==> config.mk <==
export PLATFORM = sky130hd
export DESIGN_NAME = recv_byte_rate_meter_limiter_unit
export DESIGN_NICKNAME = d
export VERILOG_FILES = /design/src/sv/rbrl_pkg.sv /design/src/sv/rbrl_div.sv /design/src/sv/rbrl_dp.sv /design/src/sv/rbrl_ctrl.sv /design/src/sv/recv_byte_rate_meter_limiter_unit.sv
export VERILOG_INCLUDE_DIRS = /design/src /design/src/sv
export SDC_FILE = /design/constraint.sdc
export NUM_CORES = 2
export LEC_CHECK = 0
export BUFFER_PORTS_ARGS = -buffer_cell sky130_fd_sc_hd__buf_4
export CAP_MARGIN = 20
export CORE_MARGIN = 4
export CORE_UTILIZATION = 35
export CTS_CLUSTER_SIZE = 25
export DETAILED_ROUTE_END_ITERATION = 16
export PLACE_DENSITY = 0.61
export SYNTH_ARGS = -nofsm -noshare
export SYNTH_HDL_FRONTEND = slang
export SYNTH_SLANG_ARGS = --single-unit
==> constraint.sdc <==
create_clock -name clk -period 43.8 [get_ports clk]
set_input_delay 2.19 -clock clk [delete_from_list [all_inputs] [get_ports clk]]
set_output_delay 2.19 -clock clk [all_outputs]
set_load 0.02 [all_outputs]
==> src/sv/assert_macros.svh <==
// Assertion helpers for the RTL. Both take clk and rst_n from the
// scope in which they are used.
`ifndef ASSERT_MACROS_SVH
`define ASSERT_MACROS_SVH

`ifndef SYNTHESIS

// The consequent must hold in the same cycle as the antecedent.
`define ASSERT_SAME(lbl, ante, cons) \
  lbl: assert property (@(posedge clk) disable iff (!rst_n) (ante) |-> (cons)) \
    else $error("assertion failed: same-cycle implication");

// The consequent must hold in the cycle after the antecedent.
`define ASSERT_NEXT(lbl, ante, cons) \
  lbl: assert property (@(posedge clk) disable iff (!rst_n) (ante) |=> (cons)) \
    else $error("assertion failed: next-cycle implication");

`else

`define ASSERT_SAME(lbl, ante, cons)
`define ASSERT_NEXT(lbl, ante, cons)

`endif

`endif

==> src/sv/rbrl_pkg.sv <==
package rbrl_pkg;

  // Width of the wrapping totals, the window and the rate registers (32 to 64).
  localparam int unsigned CW        = 64;
  localparam int unsigned TIME_W    = 32;
  localparam int unsigned ADD_W     = 32;
  localparam int unsigned FRAME_W   = 16;
  localparam int unsigned OUT_W     = 64;
  localparam int unsigned LIMIT_W   = 32;
  // Dividend width: the overshoot times one hundred needs seven bits more than
  // a counter, and the saturation test needs the bits above 64.
  localparam int unsigned DIV_W     = 72;
  localparam int unsigned DIV_CNT_W = $clog2(DIV_W);
  localparam int unsigned PROD_W    = OUT_W + 14;

  localparam int unsigned CFG_AW    = 3;
  localparam int unsigned CFG_DW    = 32;
  localparam int unsigned CFG_IDX_W = CFG_AW - 2;
  localparam logic [CFG_IDX_W-1:0] REG_LIMIT = '0;

  typedef enum logic [3:0] {
    S_IDLE,
    S_UPDATE,
    S_AVG_GO,
    S_AVG_WAIT,
    S_RATE_GO,
    S_RATE_WAIT,
    S_LIMIT,
    S_BO_GO,
    S_BO_WAIT,
    S_MUL,
    S_SLEEP,
    S_FINISH
  } state_t;

  typedef enum logic [1:0] {
    DSEL_AVG,
    DSEL_RATE,
    DSEL_BO
  } div_sel_t;

  typedef struct packed {
    logic     load;
    logic     update;
    logic     div_start;
    div_sel_t div_sel;
    logic     avg_wr;
    logic     rate_wr;
    logic     lim_chk;
    logic     mul;
    logic     sleep_wr;
    logic     out_wr;
  } cmd_t;

  typedef struct packed {
    logic now_zero;
    logic gap_init_nz;
    logic gap_last_nz;
    logic over_lim;
    logic div_done;
  } status_t;

endpackage

==> src/sv/rbrl_div.sv <==
module rbrl_div import rbrl_pkg::*; (
  input  logic               clk,
  input  logic               rst_n,
  input  logic               start,
  input  logic [DIV_W-1:0]   dividend,
  input  logic [LIMIT_W-1:0] divisor,
  output logic               done,
  output logic [DIV_W-1:0]   quotient
);

  // Restoring divider, one quotient bit per cycle. The dividend shifts out of
  // the top of q_r while quotient bits shift in at the bottom.
  logic                 busy_r, busy_nxt;
  logic                 done_r, done_nxt;
  logic [DIV_CNT_W-1:0] cnt_r, cnt_nxt;
  logic [DIV_W-1:0]     q_r, q_nxt;
  logic [LIMIT_W-1:0]   rem_r, rem_nxt;
  logic [LIMIT_W-1:0]   dsr_r, dsr_nxt;
  logic [LIMIT_W:0]     rem_sh;
  logic                 fits;

  assign rem_sh = {rem_r, q_r[DIV_W-1]};
  assign fits   = rem_sh >= {1'b0, dsr_r};

  always_comb begin
    busy_nxt = busy_r;
    done_nxt = 1'b0;
    cnt_nxt  = cnt_r;
    q_nxt    = q_r;
    rem_nxt  = rem_r;
    dsr_nxt  = dsr_r;
    if (start) begin
      busy_nxt = 1'b1;
      cnt_nxt  = '0;
      q_nxt    = dividend;
      rem_nxt  = '0;
      dsr_nxt  = divisor;
    end else if (busy_r) begin
      rem_nxt = fits ? LIMIT_W'(rem_sh - {1'b0, dsr_r}) : rem_sh[LIMIT_W-1:0];
      q_nxt   = {q_r[DIV_W-2:0], fits};
      cnt_nxt = cnt_r + 1'b1;
      if (cnt_r == DIV_CNT_W'(DIV_W - 1)) begin
        busy_nxt = 1'b0;
        done_nxt = 1'b1;
      end
    end
  end

  always_ff @(posedge clk) begin
    if (!rst_n) begin
      busy_r <= 1'b0;
      done_r <= 1'b0;
      cnt_r  <= '0;
    end else begin
      busy_r <= busy_nxt;
      done_r <= done_nxt;
      cnt_r  <= cnt_nxt;
    end
  end

  always_ff @(posedge clk) begin
    q_r   <= q_nxt;
    rem_r <= rem_nxt;
    dsr_r <= dsr_nxt;
  end

  assign done     = done_r;
  assign quotient = q_r;

endmodule

==> src/sv/rbrl_dp.sv <==
module rbrl_dp import rbrl_pkg::*; (
  input  logic               clk,
  input  logic               rst_n,
  input  cmd_t               cmd,
  output status_t            status,
  input  logic [TIME_W-1:0]  in_now_seconds,
  input  logic [ADD_W-1:0]   in_send_bytes_add,
  input  logic [ADD_W-1:0]   in_recv_bytes_add,
  input  logic [FRAME_W-1:0] in_send_frames_add,
  input  logic [FRAME_W-1:0] in_recv_frames_add,
  input  logic               limit_wr,
  input  logic [LIMIT_W-1:0] limit_wdata,
  output logic [LIMIT_W-1:0] limit,
  output logic               out_time_error,
  output logic               out_limit_exceeded,
  output logic [OUT_W-1:0]   out_sleep_microseconds,
  output logic [OUT_W-1:0]   out_current_recv_rate,
  output logic [OUT_W-1:0]   out_average_recv_rate,
  output logic [OUT_W-1:0]   out_recv_bytes_total,
  output logic [OUT_W-1:0]   out_send_bytes_total,
  output logic [OUT_W-1:0]   out_recv_frames_total,
  output logic [OUT_W-1:0]   out_send_frames_total
);

  // Captured word.
  logic [TIME_W-1:0]  now_r;
  logic [ADD_W-1:0]   send_add_r, recv_add_r;
  logic [FRAME_W-1:0] sfr_add_r, rfr_add_r;

  // Meter state.
  logic               started_r, started_nxt;
  logic [TIME_W-1:0]  first_r, first_nxt;
  logic [TIME_W-1:0]  latest_r, latest_nxt;
  logic [CW-1:0]      recv_tot_r, recv_tot_nxt;
  logic [CW-1:0]      send_tot_r, send_tot_nxt;
  logic [CW-1:0]      rfr_tot_r, rfr_tot_nxt;
  logic [CW-1:0]      sfr_tot_r, sfr_tot_nxt;
  logic [CW-1:0]      window_r, window_nxt;
  logic [CW-1:0]      rate_r, rate_nxt;
  logic [CW-1:0]      avg_r, avg_nxt;
  logic [LIMIT_W-1:0] limit_r, limit_nxt;

  // Per-word working registers.
  logic [TIME_W-1:0]  gap_init_r, gap_last_r;
  logic [DIV_W-1:0]   over100_r;
  logic [PROD_W-1:0]  prod_r;
  logic               qhi_r;
  logic               terr_r, exc_r;
  logic [OUT_W-1:0]   sleep_r;

  logic [TIME_W-1:0]  first_eff, latest_eff, gap_init_w, gap_last_w;
  logic [CW-1:0]      recv_add_c, over_w;
  logic [DIV_W-1:0]   over_x, over100_w;
  logic [PROD_W-1:0]  q_x, prod_w;
  logic [DIV_W-1:0]   div_dividend, div_q;
  logic [LIMIT_W-1:0] div_divisor;
  logic               div_done;

  // Before the first valid word the timers take the word's own timestamp.
  assign first_eff  = started_r ? first_r : now_r;
  assign latest_eff = started_r ? latest_r : now_r;
  assign gap_init_w = now_r - first_eff;
  assign gap_last_w = now_r - latest_eff;
  assign recv_add_c = CW'(recv_add_r);

  // Overshoot times one hundred: 64 + 32 + 4.
  assign over_w    = rate_r - CW'(limit_r);
  assign over_x    = DIV_W'(over_w);
  assign over100_w = (over_x << 6) + (over_x << 5) + (over_x << 2);

  // Percentage times ten thousand: 8192 + 1024 + 512 + 256 + 16.
  assign q_x    = PROD_W'(div_q[OUT_W-1:0]);
  assign prod_w = (q_x << 13) + (q_x << 10) + (q_x << 9) + (q_x << 8) + (q_x << 4);

  always_comb begin
    started_nxt  = started_r;
    first_nxt    = first_r;
    latest_nxt   = latest_r;
    recv_tot_nxt = recv_tot_r;
    send_tot_nxt = send_tot_r;
    rfr_tot_nxt  = rfr_tot_r;
    sfr_tot_nxt  = sfr_tot_r;
    window_nxt   = window_r;
    rate_nxt     = rate_r;
    avg_nxt      = avg_r;
    limit_nxt    = limit_r;
    if (limit_wr) begin
      limit_nxt = limit_wdata;
    end
    if (cmd.update) begin
      started_nxt  = 1'b1;
      first_nxt    = first_eff;
      latest_nxt   = now_r;
      recv_tot_nxt = recv_tot_r + recv_add_c;
      send_tot_nxt = send_tot_r + CW'(send_add_r);
      rfr_tot_nxt  = rfr_tot_r + CW'(rfr_add_r);
      sfr_tot_nxt  = sfr_tot_r + CW'(sfr_add_r);
      if (gap_last_w != '0) begin
        // An idle meter restarts its window from this word alone.
        if (rate_r == '0) begin
          window_nxt = recv_add_c;
        end
      end else begin
        window_nxt = window_r + recv_add_c;
        rate_nxt   = rate_r + recv_add_c;
      end
    end
    if (cmd.avg_wr) begin
      avg_nxt = div_q[CW-1:0];
    end
    if (cmd.rate_wr) begin
      rate_nxt   = div_q[CW-1:0];
      window_nxt = '0;
    end
    if (cmd.lim_chk) begin
      rate_nxt = CW'(limit_r);
    end
  end

  always_ff @(posedge clk) begin
    if (!rst_n) begin
      started_r  <= 1'b0;
      first_r    <= '0;
      latest_r   <= '0;
      recv_tot_r <= '0;
      send_tot_r <= '0;
      rfr_tot_r  <= '0;
      sfr_tot_r  <= '0;
      window_r   <= '0;
      rate_r     <= '0;
      avg_r      <= '0;
      limit_r    <= '0;
    end else begin
      started_r  <= started_nxt;
      first_r    <= first_nxt;
      latest_r   <= latest_nxt;
      recv_tot_r <= recv_tot_nxt;
      send_tot_r <= send_tot_nxt;
      rfr_tot_r  <= rfr_tot_nxt;
      sfr_tot_r  <= sfr_tot_nxt;
      window_r   <= window_nxt;
      rate_r     <= rate_nxt;
      avg_r      <= avg_nxt;
      limit_r    <= limit_nxt;
    end
  end

  always_ff @(posedge clk) begin
    if (cmd.load) begin
      now_r      <= in_now_seconds;
      send_add_r <= in_send_bytes_add;
      recv_add_r <= in_recv_bytes_add;
      sfr_add_r  <= in_send_frames_add;
      rfr_add_r  <= in_recv_frames_add;
      terr_r     <= in_now_seconds == '0;
      exc_r      <= 1'b0;
      sleep_r    <= '0;
    end else begin
      if (cmd.lim_chk) begin
        exc_r <= 1'b1;
      end
      if (cmd.sleep_wr) begin
        sleep_r <= (qhi_r || (prod_r[PROD_W-1:OUT_W] != '0)) ? '1 : prod_r[OUT_W-1:0];
      end
    end
    if (cmd.update) begin
      gap_init_r <= gap_init_w;
      gap_last_r <= gap_last_w;
    end
    if (cmd.lim_chk) begin
      over100_r <= over100_w;
    end
    if (cmd.mul) begin
      prod_r <= prod_w;
      qhi_r  <= div_q[DIV_W-1:OUT_W] != '0;
    end
  end

  always_comb begin
    unique case (cmd.div_sel)
      DSEL_AVG: begin
        div_dividend = DIV_W'(recv_tot_r);
        div_divisor  = gap_init_r;
      end
      DSEL_RATE: begin
        div_dividend = DIV_W'(window_r);
        div_divisor  = gap_last_r;
      end
      DSEL_BO: begin
        div_dividend = over100_r;
        div_divisor  = limit_r;
      end
      default: begin
        div_dividend = DIV_W'(recv_tot_r);
        div_divisor  = gap_init_r;
      end
    endcase
  end

  rbrl_div u_div (
    .clk      (clk),
    .rst_n    (rst_n),
    .start    (cmd.div_start),
    .dividend (div_dividend),
    .divisor  (div_divisor),
    .done     (div_done),
    .quotient (div_q)
  );

  assign status.now_zero    = now_r == '0;
  assign status.gap_init_nz = gap_init_r != '0;
  assign status.gap_last_nz = gap_last_r != '0;
  assign status.over_lim    = (limit_r != '0) && (rate_r > CW'(limit_r));
  assign status.div_done    = div_done;

  // Result register: a snapshot, so the next word may run while this one waits.
  always_ff @(posedge clk) begin
    if (cmd.out_wr) begin
      out_time_error         <= terr_r;
      out_limit_exceeded     <= exc_r;
      out_sleep_microseconds <= sleep_r;
      out_current_recv_rate  <= OUT_W'(rate_r);
      out_average_recv_rate  <= OUT_W'(avg_r);
      out_recv_bytes_total   <= OUT_W'(recv_tot_r);
      out_send_bytes_total   <= OUT_W'(send_tot_r);
      out_recv_frames_total  <= OUT_W'(rfr_tot_r);
      out_send_frames_total  <= OUT_W'(sfr_tot_r);
    end
  end

  assign limit = limit_r;

endmodule

==> src/sv/rbrl_ctrl.sv <==
module rbrl_ctrl import rbrl_pkg::*; (
  input  logic    clk,
  input  logic    rst_n,
  input  logic    in_valid,
  output logic    in_ready,
  output logic    out_valid,
  input  logic    out_ready,
  input  status_t status,
  output cmd_t    cmd
);

  state_t state_r, state_nxt;
  logic   out_valid_r, out_valid_nxt;
  logic   slot_free;

  assign slot_free = !out_valid_r || out_ready;

  always_comb begin
    state_nxt = state_r;
    unique case (state_r)
      S_IDLE:      if (in_valid) state_nxt = S_UPDATE;
      S_UPDATE:    state_nxt = status.now_zero ? S_FINISH : S_AVG_GO;
      S_AVG_GO:    state_nxt = status.gap_init_nz ? S_AVG_WAIT : S_RATE_GO;
      S_AVG_WAIT:  if (status.div_done) state_nxt = S_RATE_GO;
      S_RATE_GO:   state_nxt = status.gap_last_nz ? S_RATE_WAIT : S_LIMIT;
      S_RATE_WAIT: if (status.div_done) state_nxt = S_LIMIT;
      S_LIMIT:     state_nxt = status.over_lim ? S_BO_GO : S_FINISH;
      S_BO_GO:     state_nxt = S_BO_WAIT;
      S_BO_WAIT:   if (status.div_done) state_nxt = S_MUL;
      S_MUL:       state_nxt = S_SLEEP;
      S_SLEEP:     state_nxt = S_FINISH;
      S_FINISH:    if (slot_free) state_nxt = S_IDLE;
      default:     state_nxt = S_IDLE;
    endcase
  end

  always_comb begin
    cmd         = '0;
    cmd.div_sel = DSEL_AVG;
    unique case (state_r)
      S_IDLE:      cmd.load = in_valid;
      S_UPDATE:    cmd.update = !status.now_zero;
      S_AVG_GO:    cmd.div_start = status.gap_init_nz;
      S_AVG_WAIT:  cmd.avg_wr = status.div_done;
      S_RATE_GO: begin
        cmd.div_sel   = DSEL_RATE;
        cmd.div_start = status.gap_last_nz;
      end
      S_RATE_WAIT: cmd.rate_wr = status.div_done;
      S_LIMIT:     cmd.lim_chk = status.over_lim;
      S_BO_GO: begin
        cmd.div_sel   = DSEL_BO;
        cmd.div_start = 1'b1;
      end
      S_BO_WAIT:   cmd.div_sel = DSEL_BO;
      S_MUL:       cmd.mul = 1'b1;
      S_SLEEP:     cmd.sleep_wr = 1'b1;
      S_FINISH:    cmd.out_wr = slot_free;
      default:     cmd = '0;
    endcase
  end

  always_comb begin
    out_valid_nxt = out_valid_r;
    if (cmd.out_wr) begin
      out_valid_nxt = 1'b1;
    end else if (out_ready) begin
      out_valid_nxt = 1'b0;
    end
  end

  always_ff @(posedge clk) begin
    if (!rst_n) begin
      state_r     <= S_IDLE;
      out_valid_r <= 1'b0;
    end else begin
      state_r     <= state_nxt;
      out_valid_r <= out_valid_nxt;
    end
  end

  assign in_ready  = state_r == S_IDLE;
  assign out_valid = out_valid_r;

endmodule

==> src/sv/recv_byte_rate_meter_limiter_unit.sv <==
// Receive byte rate meter and limiter.
// Input channel (in_valid/in_ready): one word per traffic event, carrying a
// timestamp in seconds and the bytes and frames sent and received since the
// previous event. Output channel (out_valid/out_ready): exactly one result
// word per input word, in order: totals, long-run average, current rate, and
// the limit flag with a back-off time in microseconds.
// The receive limit is set through the APB-style cfg_ port at offset zero;
// a limit of zero turns the check off.
// Words are processed one at a time: the next word is accepted only once the
// previous one has left the control sequence. A zero timestamp goes straight
// to the result; each time gap that is not zero adds a division, 72 steps of
// the shared one-bit-per-cycle divider, and an overshoot adds a third division
// and the multiply and saturate steps for the back-off.
// The result sits in an output register, so the next input word is taken
// while a stalled receiver holds the previous result; a further finished word
// waits inside until the output register is free.
// Reset clears all totals, timers and rates and the limit register.
`include "assert_macros.svh"

module recv_byte_rate_meter_limiter_unit import rbrl_pkg::*; (
  input  logic               clk,
  input  logic               rst_n,
  input  logic               in_valid,
  output logic               in_ready,
  input  logic [TIME_W-1:0]  in_now_seconds,
  input  logic [ADD_W-1:0]   in_send_bytes_add,
  input  logic [ADD_W-1:0]   in_recv_bytes_add,
  input  logic [FRAME_W-1:0] in_send_frames_add,
  input  logic [FRAME_W-1:0] in_recv_frames_add,
  output logic               out_valid,
  input  logic               out_ready,
  output logic               out_time_error,
  output logic               out_limit_exceeded,
  output logic [OUT_W-1:0]   out_sleep_microseconds,
  output logic [OUT_W-1:0]   out_current_recv_rate,
  output logic [OUT_W-1:0]   out_average_recv_rate,
  output logic [OUT_W-1:0]   out_recv_bytes_total,
  output logic [OUT_W-1:0]   out_send_bytes_total,
  output logic [OUT_W-1:0]   out_recv_frames_total,
  output logic [OUT_W-1:0]   out_send_frames_total,
  input  logic               cfg_psel,
  input  logic               cfg_penable,
  input  logic               cfg_pwrite,
  input  logic [CFG_AW-1:0]  cfg_paddr,
  input  logic [CFG_DW-1:0]  cfg_pwdata,
  output logic [CFG_DW-1:0]  cfg_prdata,
  output logic               cfg_pready
);

  cmd_t               cmd;
  status_t            status;
  logic               limit_wr;
  logic [LIMIT_W-1:0] limit;
  logic [CFG_IDX_W-1:0] cfg_idx;

  assign cfg_idx    = cfg_paddr[CFG_AW-1:2];
  assign cfg_pready = 1'b1;
  assign limit_wr   = cfg_psel && cfg_penable && cfg_pwrite && (cfg_idx == REG_LIMIT);

  always_comb begin
    unique case (cfg_idx)
      REG_LIMIT: cfg_prdata = CFG_DW'(limit);
      default:   cfg_prdata = '0;
    endcase
  end

  rbrl_ctrl u_ctrl (
    .clk       (clk),
    .rst_n     (rst_n),
    .in_valid  (in_valid),
    .in_ready  (in_ready),
    .out_valid (out_valid),
    .out_ready (out_ready),
    .status    (status),
    .cmd       (cmd)
  );

  rbrl_dp u_dp (
    .clk                    (clk),
    .rst_n                  (rst_n),
    .cmd                    (cmd),
    .status                 (status),
    .in_now_seconds         (in_now_seconds),
    .in_send_bytes_add      (in_send_bytes_add),
    .in_recv_bytes_add      (in_recv_bytes_add),
    .in_send_frames_add     (in_send_frames_add),
    .in_recv_frames_add     (in_recv_frames_add),
    .limit_wr               (limit_wr),
    .limit_wdata            (cfg_pwdata[LIMIT_W-1:0]),
    .limit                  (limit),
    .out_time_error         (out_time_error),
    .out_limit_exceeded     (out_limit_exceeded),
    .out_sleep_microseconds (out_sleep_microseconds),
    .out_current_recv_rate  (out_current_recv_rate),
    .out_average_recv_rate  (out_average_recv_rate),
    .out_recv_bytes_total   (out_recv_bytes_total),
    .out_send_bytes_total   (out_send_bytes_total),
    .out_recv_frames_total  (out_recv_frames_total),
    .out_send_frames_total  (out_send_frames_total)
  );

  // One word in flight: an accepted word closes the input for the next cycle.
  `ASSERT_NEXT(a_one_in_flight, in_valid && in_ready, !in_ready)
  // The divider reports completion for a single cycle only.
  `ASSERT_NEXT(a_div_done_pulse, status.div_done, !status.div_done)
  // A result is only written into a free output register.
  `ASSERT_SAME(a_out_slot_free, cmd.out_wr, !out_valid || out_ready)
  // A word with a bad timestamp never reports an overshoot.
  `ASSERT_SAME(a_terr_no_limit, out_valid && out_time_error,
               !out_limit_exceeded && (out_sleep_microseconds == '0))

endmodule

==> out/qor.txt <==
outcome: completed
Root Buffer: clkbuf_16
Worst slew margin: 0.2387
WL met1: 131500 µm
port bufs: 651
Worst Hold Class: flip-flop to flip-flop
final period utilization: 0.2404
RSZ-0062 raised after global routing: no
Max-Cap Viols: 0
Syn Area/Cell: 9.927 µm²
largest stage delay on the critical path: 0.66 ns
fmax: 94.99 MHz
Hold EP: u_dp.out_average_recv_rate[43]
layout cells sized above 1: 0.1262
Max Root-Sink Buffers: 3
number of synthesized flops with an enable pin: 889
largest net degree at the start of global routing: 173
worst-path fanout max: 7
WP data arrival: 11.10 ns
hold-fix buffers at CTS: 0
num ports: 655
Min Clock Period, post-route: 10.53 ns
nature of the critical path startpoint: flip-flop
R2R setup slack: 33.27 ns
Die ar.: 254900 µm²
Critical Path Source: u_dp.limit[2]
total CTS buffers: 172
Hold Crit Depth: 0
Non-Filler Instances: 12.62k
Total Wirelength: 287300 µm
global-route wire length before repair: 427500 µm
Synth Register Bits: 1542
Final setup viols: 0
Synth Instances: 8704
Initial DRC Count: 6191
DR WL met3: 20080 µm
final hold viol count: 0
R2R depth: 39
element type at the critical path end: flip-flop
worst r2r src: u_dp.limit[2]
post_cts resized: 0
clock-pin slew on the worst setup and hold paths: 0.06 ns
Top FF cell, synth: edfxtp_1
Area Overhead vs Synth: 16.40%
die extent in x: 504.9 µm
placed insts: 12.28k
overall routing resource usage: 0.2174
sequential area share after synthesis: 0.4602
setup TNS: 0 ns
final HPWL from detailed placement: 217500 µm
DR WL met2: 122900 µm
pins over their slew limit: 0
GP Congestion: 0.9260
Synth Cell Area: 86410 µm²
most frequent CP cell: a21o_1
Remaining DRCs: 0
DRT Pass-1 Iters: 6
die height: 504.9 µm
Req. time, crit path: 44.37 ns
Via density: 5.563
syn_nets: 9564
final core occ: 0.4093
# rows: 182
CTS sink cnt: 1542
total grt overflow: 0
Clock Skew: 0.05310 ns
Clk Latency, worst-skew pair: 0.84 ns
via count: 70.20k
post-CTS setup buffer count: 0
Routed WL per cell: 22.77 µm
max layer used: met4
most frequent cells in the layout: 955 x nand2_1, 889 x edfxtp_1, 852 x a21oi_1
yosys warns: 0
Routed Antenna Nets: 0
CTS tree: done
number of global-route vias before repair: 67.18k
H-tree Lvls: 4
post-synth cell types: 99
Hold Startpoint: u_dp.avg_r[43]
post-synthesis async set-or-reset flop share: 0
CP Class: flip-flop to flip-flop
core area: 245700 µm²
Initial Util: 0.3517
layout net count: 10.10k
worst r2r dst: u_dp.over100_r[70]
initial antenna violation count: 25
Slew @ Worst Pin: 1.132 ns
commonest non-fill, non-tap cell in the layout: nand2_1
crit path max-delay cell type: dfxtp_1
## critical path, delay by kind of cell, from the launching register on
kind / cells / cell delay (ns)
xor+xnor: 3 / 0.48
buf+inv: 2 / 0.20
flops: 1 / 0.66
compound gates: 22 / 5.23
fa+ha+maj: 3 / 1.16
simple gates: 9 / 2.51
## flip-flops by register name (all words and copies together), names as in the netlist, 64 cells and up
name and cells:
u_dp.out_send_frames_total 64, u_dp.rate_r 64, u_dp.over100_r 70, u_dp.rfr_tot_r 64
u_dp.out_current_recv_rate 64, u_dp.prod_r 74, u_dp.out_send_bytes_total 64, u_dp.send_tot_r 64
u_dp.sfr_tot_r 64, u_dp.window_r 64, u_dp.avg_r 64, u_dp.out_recv_frames_total 64
u_dp.u_div.quotient 72, u_dp.out_recv_bytes_total 64, u_dp.recv_tot_r 64, u_dp.out_average_recv_rate 64
## layer usage
| layer | GRT usage | vias up |
|---|---|---|
| li1 | - | 33080 |
| met1 | 0.3109 | 34080 |
| met2 | 0.3258 | 2592 |
| met3 | 0.03469 | 451 |
| met4 | 0.09147 | 0 |
| met5 | 0 | - |
## cells in the mapped netlist, types with 102 or more instances
master	count	share of area
xnor2_1	350	0.035
nor2b_1	107	0.0077
nand2_1	957	0.042
inv_1	291	0.013
dfxtp_1	653	0.15
clkbuf_1	379	0.016
nor2_1	598	0.026
ha_1	496	0.072
a21o_1	255	0.022
a21oi_1	853	0.049
xor2_1	188	0.019
and3_1	121	0.0088
nor3_1	172	0.010
o21ai_0	425	0.025
fa_1	194	0.045
a211oi_1	102	0.0089
nand3_1	210	0.012
edfxtp_1	889	0.31
## through the flow
step,instance area (µm²),worst slack (ns),hold WS (ns)
6_report,100600,33.27,0.4284
4_1_cts,100500,33.40,0.4221
5_1_grt,100600,32.81,0.4206
3_3_place_gp,94770,33.36,0.4123
3_5_place_dp,94790,33.41,0.4130
2_1_floorplan,86410,9.799,0.4003
## worst max-delay path by stage
stage	endpoint	slack [ns]
2_1_floorplan	u_dp.out_average_recv_rate[0]	9.80
3_3_place_gp	u_dp.over100_r[68]	33.36
3_5_place_dp	u_dp.over100_r[68]	33.41
4_1_cts	u_dp.over100_r[68]	33.40
5_1_grt	u_dp.over100_r[68]	32.81
6_report	u_dp.over100_r[70]	33.27
## final cells by class
class	instances	area, µm²
Antenna cell	12	30.03
Clock buffer	222	4676
Clock inverter	100	1012
Fill cell	23670	145100
Inverter	293	1120
Multi-Input combinational cell	6455	44070
Sequential cell	1542	39770
Tap cell	3220	4029
Timing Repair Buffer	775	5873
## logic make-up after synthesis
kind of cell	share of synthesized area
mux	0.004996
buf+inv	0.03107
fa+ha+maj	0.1169
xor+xnor	0.05472
flops	0.4602
compound gates	0.1813
simple gates	0.1508
other cells	0.00004340
Power is not shown: default switching activity piles up to over one toggle a cycle in this logic, so the estimate is an artifact.
